File: config.mk
export PLATFORM = sky130hd
export DESIGN_NAME = sorted_top_k_score_table_unit
export DESIGN_NICKNAME = d
export VERILOG_FILES = /design/src/rtl/core/stkt_pkg.sv /design/src/rtl/core/stkt_front.sv /design/src/rtl/core/stkt_back.sv /design/src/rtl/core/sorted_top_k_score_table_unit.sv
export SDC_FILE = /design/constraint.sdc
export NUM_CORES = 2
export LEC_CHECK = 0
export BUFFER_PORTS_ARGS = -buffer_cell sky130_fd_sc_hd__buf_2
export CORE_ASPECT_RATIO = 1.25
export CORE_MARGIN = 4
export CORE_UTILIZATION = 40
export DETAILED_ROUTE_END_ITERATION = 10
export GPL_ROUTABILITY_DRIVEN = 0
export MAX_ROUTING_LAYER = met4
export PLACE_DENSITY = 0.65
export SLEW_MARGIN = 20
export SYNTH_ARGS = -nofsm -noshare
export SYNTH_HDL_FRONTEND = slang
export SYNTH_SLANG_ARGS = --single-unit
export TNS_END_PERCENT = 20
File: constraint.sdc
create_clock -name clk -period 20.2 [get_ports clk]
set_clock_uncertainty 0.05 [all_clocks]
set_input_delay 4.04 -clock clk [delete_from_list [all_inputs] [get_ports clk]]
set_output_delay 4.04 -clock clk [all_outputs]
set_load 0.005 [all_outputs]
File: src/rtl/core/stkt_pkg.sv
// Shared types and constants for the sorted top-k score table unit.
// No dependencies; every other file in rtl/core imports this package.
`default_nettype none

package stkt_pkg;

  localparam int TABLE_DEPTH = 8;
  localparam int NUM_TABLES  = 4;
  localparam int SLOT_W      = (TABLE_DEPTH > 1) ? $clog2(TABLE_DEPTH) : 1;
  localparam int POS_W       = $clog2(TABLE_DEPTH + 1);
  localparam int TBL_W       = (NUM_TABLES > 1) ? $clog2(NUM_TABLES) : 1;
  localparam int IN_DATA_W   = 48;
  localparam int OUT_DATA_W  = 48;

  typedef enum logic [1:0] {
    CMD_INSERT = 2'd0,
    CMD_QUERY  = 2'd1,
    CMD_CLEAR  = 2'd2,
    CMD_READ   = 2'd3
  } cmd_t;

  typedef struct packed {
    logic               used;
    logic [23:0]        name;
    logic signed [15:0] score;
  } slot_t;

  typedef struct packed {
    cmd_t               cmd;
    logic               table_ok;
    logic [TBL_W-1:0]   tidx;
    logic signed [15:0] score;
    logic [23:0]        name;
    logic               read_ok;
    logic [SLOT_W-1:0]  ridx;
  } op_t;

  typedef struct packed {
    logic [2:0]         pad;
    logic [7:0]         entry_char2;
    logic [7:0]         entry_char1;
    logic [7:0]         entry_char0;
    logic signed [15:0] entry_score;
    logic               entry_present;
    logic [2:0]         rank_position;
    logic               accepted;
  } result_t;

endpackage

`default_nettype wire

File: src/rtl/core/stkt_front.sv
// Front end: accepts input items, decodes them into operations and holds them
// in a two-entry queue for the back end. Depends on stkt_pkg.
`default_nettype none

module stkt_front (
  input  wire logic                           clk,
  input  wire logic                           rst,
  input  wire logic                           s_tvalid,
  output logic                                s_tready,
  input  wire logic [stkt_pkg::IN_DATA_W-1:0] s_tdata,
  input  wire logic [1:0]                     s_tuser,
  output logic                                op_valid,
  output stkt_pkg::op_t                       op,
  input  wire logic                           op_pop
);
  import stkt_pkg::*;

  op_t        q [2];
  op_t        dec;
  logic       wr_ptr;
  logic       rd_ptr;
  logic [1:0] count;
  logic       push;

  always_comb begin
    dec.cmd      = cmd_t'(s_tuser);
    dec.table_ok = int'(s_tdata[1:0]) < NUM_TABLES;
    dec.tidx     = TBL_W'(s_tdata[1:0]);
    dec.score    = s_tdata[17:2];
    dec.name     = s_tdata[41:18];
    dec.read_ok  = int'(s_tdata[44:42]) < TABLE_DEPTH;
    dec.ridx     = SLOT_W'(s_tdata[44:42]);
  end

  assign s_tready = (count != 2'd2);
  assign push     = s_tvalid && s_tready;
  assign op_valid = (count != 2'd0);
  assign op       = q[rd_ptr];

  always_ff @(posedge clk) begin
    if (push) begin
      q[wr_ptr] <= dec;
    end
  end

  always_ff @(posedge clk) begin
    if (rst) begin
      wr_ptr <= 1'b0;
      rd_ptr <= 1'b0;
      count  <= 2'd0;
    end else begin
      if (push) begin
        wr_ptr <= !wr_ptr;
      end
      if (op_pop) begin
        rd_ptr <= !rd_ptr;
      end
      count <= count + 2'(push) - 2'(op_pop);
    end
  end

endmodule

`default_nettype wire

File: src/rtl/core/stkt_back.sv
// Back end: holds every ranked table in parallel cells, runs one operation per
// cycle unless the output stalls, registers the result. Depends on stkt_pkg.
`default_nettype none

module stkt_back (
  input  wire logic                            clk,
  input  wire logic                            rst,
  input  wire logic [3:0]                      lower_wins_mask,
  input  wire logic                            op_valid,
  input  wire stkt_pkg::op_t                   op,
  output logic                                 op_pop,
  output logic                                 m_valid,
  input  wire logic                            m_ready,
  output logic [stkt_pkg::OUT_DATA_W-1:0]      m_data
);
  import stkt_pkg::*;

  slot_t                  cells [NUM_TABLES][TABLE_DEPTH];
  slot_t                  row [TABLE_DEPTH];
  slot_t                  ins_row [TABLE_DEPTH];
  slot_t                  new_slot;
  slot_t                  rd_slot;
  logic [TABLE_DEPTH-1:0] hit;
  logic [TABLE_DEPTH-1:0] used_bits [NUM_TABLES];
  logic [POS_W-1:0]       pos;
  logic                   place_ok;
  logic                   lower_wins;
  logic                   exec;
  result_t                res;
  result_t                res_next;

  always_comb begin
    for (int i = 0; i < TABLE_DEPTH; i++) begin
      row[i] = cells[op.tidx][i];
    end
  end

  always_comb begin
    for (int t = 0; t < NUM_TABLES; t++) begin
      for (int i = 0; i < TABLE_DEPTH; i++) begin
        used_bits[t][i] = cells[t][i].used;
      end
    end
  end

  assign lower_wins = (int'(op.tidx) < 4) && lower_wins_mask[2'(op.tidx)];

  always_comb begin
    for (int i = 0; i < TABLE_DEPTH; i++) begin
      hit[i] = !row[i].used ||
               (lower_wins ? (op.score < row[i].score) : (op.score > row[i].score));
    end
    pos = POS_W'(TABLE_DEPTH);
    for (int i = TABLE_DEPTH - 1; i >= 0; i--) begin
      if (hit[i]) begin
        pos = POS_W'(i);
      end
    end
  end

  assign place_ok = |hit;

  always_comb begin
    new_slot.used  = (op.name[7:0] != 8'd0);
    new_slot.name  = op.name;
    new_slot.score = op.score;
    for (int k = 0; k < TABLE_DEPTH; k++) begin
      if (k < int'(pos)) begin
        ins_row[k] = row[k];
      end else if (k == int'(pos)) begin
        ins_row[k] = new_slot;
      end else begin
        ins_row[k] = row[(k > 0) ? k - 1 : 0];
      end
    end
  end

  assign rd_slot = row[op.ridx];

  always_comb begin
    res_next = '0;
    if (op.table_ok) begin
      unique case (op.cmd)
        CMD_INSERT, CMD_QUERY: begin
          if (place_ok) begin
            res_next.accepted      = 1'b1;
            res_next.rank_position = 3'(pos);
          end
        end
        CMD_READ: begin
          if (op.read_ok) begin
            res_next.entry_present = rd_slot.used;
            res_next.entry_score   = rd_slot.score;
            res_next.entry_char0   = rd_slot.name[7:0];
            res_next.entry_char1   = rd_slot.name[15:8];
            res_next.entry_char2   = rd_slot.name[23:16];
          end
        end
        default: begin
          res_next = '0;
        end
      endcase
    end
  end

  assign exec   = op_valid && (!m_valid || m_ready);
  assign op_pop = exec;

  always_ff @(posedge clk) begin
    if (rst) begin
      for (int t = 0; t < NUM_TABLES; t++) begin
        for (int i = 0; i < TABLE_DEPTH; i++) begin
          cells[t][i] <= '0;
        end
      end
    end else if (exec && op.table_ok) begin
      if (op.cmd == CMD_INSERT && place_ok) begin
        for (int i = 0; i < TABLE_DEPTH; i++) begin
          cells[op.tidx][i] <= ins_row[i];
        end
      end else if (op.cmd == CMD_CLEAR) begin
        for (int i = 0; i < TABLE_DEPTH; i++) begin
          cells[op.tidx][i] <= '0;
        end
      end
    end
  end

  always_ff @(posedge clk) begin
    if (rst) begin
      m_valid <= 1'b0;
    end else if (exec) begin
      m_valid <= 1'b1;
    end else if (m_ready) begin
      m_valid <= 1'b0;
    end
  end

  always_ff @(posedge clk) begin
    if (exec) begin
      res <= res_next;
    end
  end

  assign m_data = res;

  a_clear_empties: assert property (@(posedge clk) disable iff (rst)
    exec && op.table_ok && op.cmd == CMD_CLEAR |=> used_bits[$past(op.tidx)] == '0)
    else $error("cleared table still holds a used slot");

  a_bad_table_zero: assert property (@(posedge clk) disable iff (rst)
    exec && !op.table_ok |=> m_valid && res == '0)
    else $error("command to a missing table gave a nonzero result");

  a_present_named: assert property (@(posedge clk) disable iff (rst)
    m_valid && res.entry_present |-> res.entry_char0 != 8'd0)
    else $error("present entry has an empty first character");

  a_exec_shows: assert property (@(posedge clk) disable iff (rst)
    exec |=> m_valid)
    else $error("executed operation produced no result");

endmodule

`default_nettype wire

File: src/rtl/core/sorted_top_k_score_table_unit.sv
// Top level of the sorted top-k score table unit: configuration register,
// front-end decode queue and back-end table cells. Depends on stkt_pkg,
// stkt_front and stkt_back.
//
// The unit keeps four ranked tables of eight entries each, all in flip-flops
// that reset clears at once, so no clearing pass follows reset. The sustained
// rate is one item per cycle unless the output stalls: the back end compares
// the candidate with all cells of the addressed table at once and shifts them.
// An item passes the queue and then the result register on its way out. A
// two-entry queue separates input from execution, and a result register
// separates execution from the output, so each side may stall.
`default_nettype none

module sorted_top_k_score_table_unit (
  input  wire logic        clk,
  input  wire logic        rst,
  input  wire logic        s_tvalid,
  output logic             s_tready,
  // table_select[1:0], new_score[17:2], new_char0[25:18], new_char1[33:26],
  // new_char2[41:34], read_index[44:42], zero[47:45]
  input  wire logic [47:0] s_tdata,
  // command[1:0]
  input  wire logic [1:0]  s_tuser,
  output logic             m_tvalid,
  input  wire logic        m_tready,
  // accepted[0], rank_position[3:1], entry_present[4], entry_score[20:5],
  // entry_char0[28:21], entry_char1[36:29], entry_char2[44:37], zero[47:45]
  output logic [47:0]      m_tdata,
  input  wire logic        cfg_valid,
  output logic             cfg_ready,
  input  wire logic [3:0]  cfg_data
);
  import stkt_pkg::*;

  logic [3:0] lower_wins_mask;
  logic       op_valid;
  logic       op_pop;
  op_t        op;

  assign cfg_ready = 1'b1;

  always_ff @(posedge clk) begin
    if (rst) begin
      lower_wins_mask <= 4'd0;
    end else if (cfg_valid && cfg_ready) begin
      lower_wins_mask <= cfg_data;
    end
  end

  stkt_front u_front (
    .clk      (clk),
    .rst      (rst),
    .s_tvalid (s_tvalid),
    .s_tready (s_tready),
    .s_tdata  (s_tdata),
    .s_tuser  (s_tuser),
    .op_valid (op_valid),
    .op       (op),
    .op_pop   (op_pop)
  );

  stkt_back u_back (
    .clk             (clk),
    .rst             (rst),
    .lower_wins_mask (lower_wins_mask),
    .op_valid        (op_valid),
    .op              (op),
    .op_pop          (op_pop),
    .m_valid         (m_tvalid),
    .m_ready         (m_tready),
    .m_data          (m_tdata)
  );

endmodule

`default_nettype wire
== Yosys cells after proc, flatten, opt, wreduce, memory -nomap -nowiden ==
Memory sizes are Yosys's and may differ from the RTL's. A register that Yosys moved wholly into a read port is not among the register bits.
Index checks and enable logic that the tools add are counted.
Operators by class
  equality and inequality tests: 11
  add/subtract/negate cells: 2
  reductions and logical operators: 35
  bitwise gates (word level): 9
  $lt $le $gt $ge: 26
  mux-type cells: 66
Operator list (count)
  41-bit two-way mux: 26
  328-bit two-way mux: 1
  328-bit OR reduction: 1
  16-bit > comparator: 8
  16-bit < comparator: 8
  41-bit binary-select mux with 3-bit select: 1
  4-bit two-way mux: 9
  1-bit two-way mux: 26
  4-bit == test, first input constant: 4
  3-bit by 4-bit < comparator with 1-bit output, first input constant: 4
  1-bit zero test: 11
  1-bit logical OR: 9
  3-bit by 4-bit == test with 1-bit output, first input constant: 2
  1-bit by 4-bit < comparator with 1-bit output, first input constant: 2
  2-bit by 4-bit < comparator with 1-bit output, first input constant: 2
  8-bit two-way mux: 1
  1-bit bitwise OR: 8
  8-bit nonzero test: 1
  8-bit OR reduction: 1
  3-bit AND reduction: 2
  2-bit == test, second input constant: 2
  2-bit by 4-bit == test with 1-bit output, first input constant: 1
  4-bit greater-or-equal comparator, second input constant: 1
  4-bit zero test: 1
  other kinds (14): 17
Word-level totals
  memories: 2
  output and inout port bits: 51
  register bits after elaboration: 57
  bits in writable memories: 1406
  bits of input ports: 59
  logic and storage cells: 164
Memory list
  u_back.cells: words 4, width 328, rd ports 1, clocked after Yosys merged registers in 0, wr ports 4, line stkt_back.sv:18  | slot_t cells [NUM_TABLES][TABLE_DEPTH];
  u_front.q: words 2, width 47, rd ports 1, clocked after Yosys merged registers in 1, wr ports 1, line stkt_front.sv:18  | op_t q [2];

== Logic depth before layout (Yosys ltp) ==
  depth after elaboration: 17
  mapped depth: 26
  depth with buffers taken out: 15

== Hierarchy ==
From an unflattened synthesis, not the netlist that was laid out.
Second synthesis, totals
  cell total of the unflattened synthesis: 5204
  area total of the unflattened synthesis: 73559.3 um2
Modules (own cells, without submodules)
  stkt_back: cells each 5011, area each 69749.4 um2, seq. area each 40769.1 um2, times used 1
  stkt_front: cells each 178, area each 3658.5 um2, seq. area each 2922.8 um2, times used 1
  sorted_top_k_score_table_unit: cells each 15, area each 151.4 um2, seq. area each 80.1 um2, times used 1

== Worst setup path before layout ==
No wires, ideal clock.
  path kind: input -> register
  start: input m_tready
  end: memory u_back.cells[0][0] in the netlist's numbering, enable pin
  slack: 6710 ps
  arrival: 12689 ps
  library setup time: 751 ps
  buffers on the path: 1
  data required time: 19399 ps
  stages on the path: 6
  cell sequence: nand2b_1 o21ai_0 nor3_1 o311ai_1 buf_2 nand2b_1
RTL lines
  start, declared: line sorted_top_k_score_table_unit.sv:25  | input wire logic m_tready,
  end, declared: line stkt_back.sv:18

==> results.md <==
- The run finished with clean final reports.
- The number of enable flip-flop cells after synthesis is around 1,500.
- Among all cell types in the netlist, the one instantiated most often is edfxtp_1.
- Leaving out filler cells and counting taps, the final layout contains 8,236.
- Entering global routing, the biggest net connects between 150 and 200 pins.
- The initial antenna violation count is 6.
- The number of gates resized after CTS was 0.
- Setup repair after global routing left no endpoint under its margin.
- For the pin with the worst max-slew slack, the measured transition is 1.19 ns.
- The residual antenna-violating net count after detailed routing is 0.
- The wire length on met3 is 25,800 um.
- The global route total overflow is 0.
- VDD sags by at most about 0.11 mV.
- For this design the static power due to leakage is ~27 nW.
- Setup violations remaining at the end of the flow were counted as 0.
- Counting the fill cells in the layout gives about 16,000.
- In this run the power density over the cells is 138 mW/mm^2.
- The count of nets after finishing is about 5,900.
- The number of remaining DRC errors is 0.
- In the final layout, the share of cells above drive strength 1 is 15.1%.
- The clock period could shrink to about 11 ns.
- The internal portion of total power is about 6.7 mW.
- The number of warnings printed during yosys synthesis is 0.
- The maximum fanout encountered on the critical timing path is between 60 and 70.
- The worst register-to-register path has a depth of 20.
- In this run, flip-flops and latches consume between 30% and 40% of the power.
- The via count of the first global-routing pass came to 51,949.
- The top metal layer carrying routed signals is met4.
- The final hold slack is between 0.4 and 0.5 ns.
- The number of cells after detailed placement is between 7,000 and 8,000.
- The die is between 400 and 500 um tall.
- The synthesized design contains between 1,000 and 1,500 register bits.
- After floorplanning, the core was divided into ~170 placement rows.
- The post-synthesis instance area is around 0.073 sq mm.
- The hold-fix buffer count after cts is 0.
- The tightest min-delay check is of the reg -> reg type.
- After detailed routing, the met2 layer carries roughly 110,000 um of wire.
- The detailed-route wire length on metal 1 is around 87,000 um.
- The first global-routing pass estimated 338,000 um of wire.
- The maximum clock insertion buffer count is 3.
- The clock share of power is about 25%.
- The critical path is of the reg -> reg type.
- The clock buffer count from CTS is ~140.
- STA puts the critical path data required time at 20.55 ns.
- The core region is about 0.18 sq mm.
- The nature of the critical path endpoint is a flop.
- The biggest area contributor in the post-synthesis netlist is edfxtp_1.
- Overall power consumption after layout is estimated at around 11 mW.
- Once the clock tree was built, the setup fixing pass inserted 0 buffers.
- The tree is rooted in a clkbuf_16.
- The mean post-synth cell area is 12.4 sq um.
- The core occupancy in the finished layout is 44.6%.
- The switching power is roughly 4.5 mW.
- The final-report hold violation count was 0.
- Headroom to the max-slew limit came out at between 10% and 20%.
- The number of max-slew violations in the final report is 0.
- The initial standard-cell utilization of the core is between 40% and 50%.
- Clock tree synthesis found a total of ~1,500 sinks.
- For this run, the detailed router's first-pass iteration total came to 9.
- The setup slack of the worst register-to-register path is ~9.6 ns.
- The global routing usage summed across all routing layers is between 20% and 30%.
- The die covers roughly 0.19 sq mm.
- The startpoint of the worst hold path is u_front.rd_ptr.
- The ratio of final minimum period to clock period is ~53%.
- The post-synthesis instance total is around 5,900.
- For the final routed database, the setup TNS stands at 0 ns.
- The floorplan step set the die width to 390 um.
- The initial DRC count is around 6,800.
- Sorting the synthesized cells by how often they occur yields 1,451 x edfxtp_1, 880 x nor2_1, 547 x nand2_1, 304 x clkbuf_1, 296 x mux4_2.
- The worst hold path passes through 2 cells.
- Net switching is between 40% and 50% of the power.
- TritonCTS built the clock tree.
- For this run, the top clock speed supported by timing is roughly 94 MHz.
- The type of origin of the critical path is a flop.
- The placed wire-length estimate after detailed placement is ~130,000 um.
- After synthesis, the netlist uses between 70 and 80 different library cells.
- After synthesis, the largest area contributor takes up 59.8% of total cell area.
- In the post-synthesis netlist, the biggest area contributors are edfxtp_1 60%, mux4_2 9.2%, nor2_1 4.5%.
- For this block, the via count after detailed routing is 52,552.
- Dividing the detail-routed via count by the number of cells gives 6.38.
- The clock latency at the later pin of the worst-skew pair is between 0.8 and 0.9 ns.
- Across the run, the number of max-cap violations was 0.
- For this design the top-level I/O count stands at 110.
- The most instantiated flip-flop cell in the synthesis netlist is edfxtp_1.
- In this run the number of H-tree levels came out at 4.
- The final routed wirelength across all metal layers is roughly 230,000 um.
- The endpoint of the worst register-to-register path is u_back.cells[0][232].
- Clock-pin slew was measured on the worst setup and hold paths at ~0.06 ns.
- The fraction of the yosys area taken by sequential cells is 60.1%.
- In the final routed layout, each cell accounts on average for ~28 um.
- The data arrival time of the critical path is 10.96 ns.
- The number of buffer cells added on primary ports is 102.
- Relative to the synthesized area, the layout overhead comes to 10.6%.
- The fraction of registers with async set or reset after synthesis is 0%.
- Per report_power, the combinational group accounts for roughly two fifths of the total.
==> per-layer routing <==
metal  up-vias  global-route usage (%)
met5         -                       -
li1      22238                       -
met4         0                    10.4
met2      3331                    38.3
met1     26332                    31.3
met3       651                    4.94
==> worst max path at each step <==
stage | from | end | slack, ns | cells after the start
2_1_floorplan | m_tready | u_back.cells[0][0] | 6.71 | 6
3_3_place_gp | flop | u_back.cells[3][322] | 9.33 | 20
3_5_place_dp | flop | u_back.cells[3][322] | 9.34 | 20
4_1_cts | flop | u_back.cells[3][324] | 9.32 | 20
5_1_grt | flop | u_back.cells[1][322] | 9.04 | 20
6_report | flop | u_back.cells[0][232] | 9.59 | 20
==> cell usage in the layout (no fill, tap or decap), types with 77 or more instances in the layout <==
| master | count |
|---|---|
| edfxtp_1 | 1451 |
| nor2_1 | 875 |
| nand2_1 | 544 |
| mux4_2 | 296 |
| a21oi_1 | 257 |
| nor3_1 | 241 |
| nor4_1 | 202 |
| nand3_1 | 162 |
| a211oi_1 | 150 |
| clkbuf_16 | 148 |
| inv_1 | 137 |
| o21ai_0 | 134 |
| ha_1 | 128 |
| mux2i_1 | 123 |
| buf_4 | 118 |
| buf_2 | 102 |
| mux2_2 | 85 |
| o211ai_1 | 77 |
==> power by group through the flow <==
stage / sequential, mW / clock, mW / combinational (mW)
6_report: 3.76 / 2.76 / 4.63
3_5_place_dp: 3.83 / 0 / 4.50
2_1_floorplan: 3.88 / 0 / 2.91
5_1_grt: 3.79 / 2.91 / 4.91
3_3_place_gp: 3.81 / 0 / 4.46
4_1_cts: 3.77 / 2.79 / 4.53
==> per-stage QoR <==
stage               setup slack (ns)  cell area (sq um)
floorplan                       6.71              72800
global placement                9.33              75700
detailed placement              9.34              75700
CTS                             9.32              80500
global route                    9.04              80600
finish                          9.59              80600
==> cells by family (layout without fill, tap and decap cells) <==
kind of cell	count (synthesis)	in the layout	synth area share, %
and+or+nand+nor	2191	2191	13.3
DFF	1461	1461	60.1
AOI/OAI and AO/OA	914	914	8.40
buffers and inverters	635	635	3.57
muxes	516	516	12.3
adders and majority gates	129	129	2.21
xor gates and xnor gates	5	5	0.0601
other	2	9	0.0103
==> flip-flops by register name (all words and copies together) (netlist names), named ones only <==
register,count
u_back.cells,1312
u_back.m_valid,1
u_front.wr_ptr,1
u_front.rd_ptr,1
u_back.m_data,45
u_front.count,2
u_front.q,94
lower_wins_mask,4
==> worst max-delay path, cell delays in order, from the launching register on <==
cell and delay [ns]:
dfxtp_4 0.65, mux2_8 0.67, buf_4 0.71, buf_4 0.78
buf_4 0.61, nand2_1 0.11, nand3_1 0.09, o21ai_0 0.09
buf_4 0.19, ha_1 0.34, a211oi_1 0.26, a31oi_1 0.14
a211oi_1 0.26, a21boi_0 0.27, or3_1 0.48, a21oi_1 0.89
nand3_4 0.70, o311ai_4 0.59, nand2b_4 0.62, buf_4 0.66
buf_4 0.56
==> cell type report <==
cell class / count / area (sq um) / share of cell area [%]
Tap cell: 2376 / 2970 / 3.69
Timing Repair Buffer: 231 / 1620 / 2.02
Sequential cell: 1461 / 43800 / 54.3
Clock buffer: 173 / 3800 / 4.71
Antenna cell: 5 / 12.5 / 0.0155
Clock inverter: 92 / 955 / 1.19
Multi-Input combinational cell: 3759 / 26900 / 33.4
Inverter: 139 / 522 / 0.648
No activity file was read; power rests on OpenSTA's default activity.
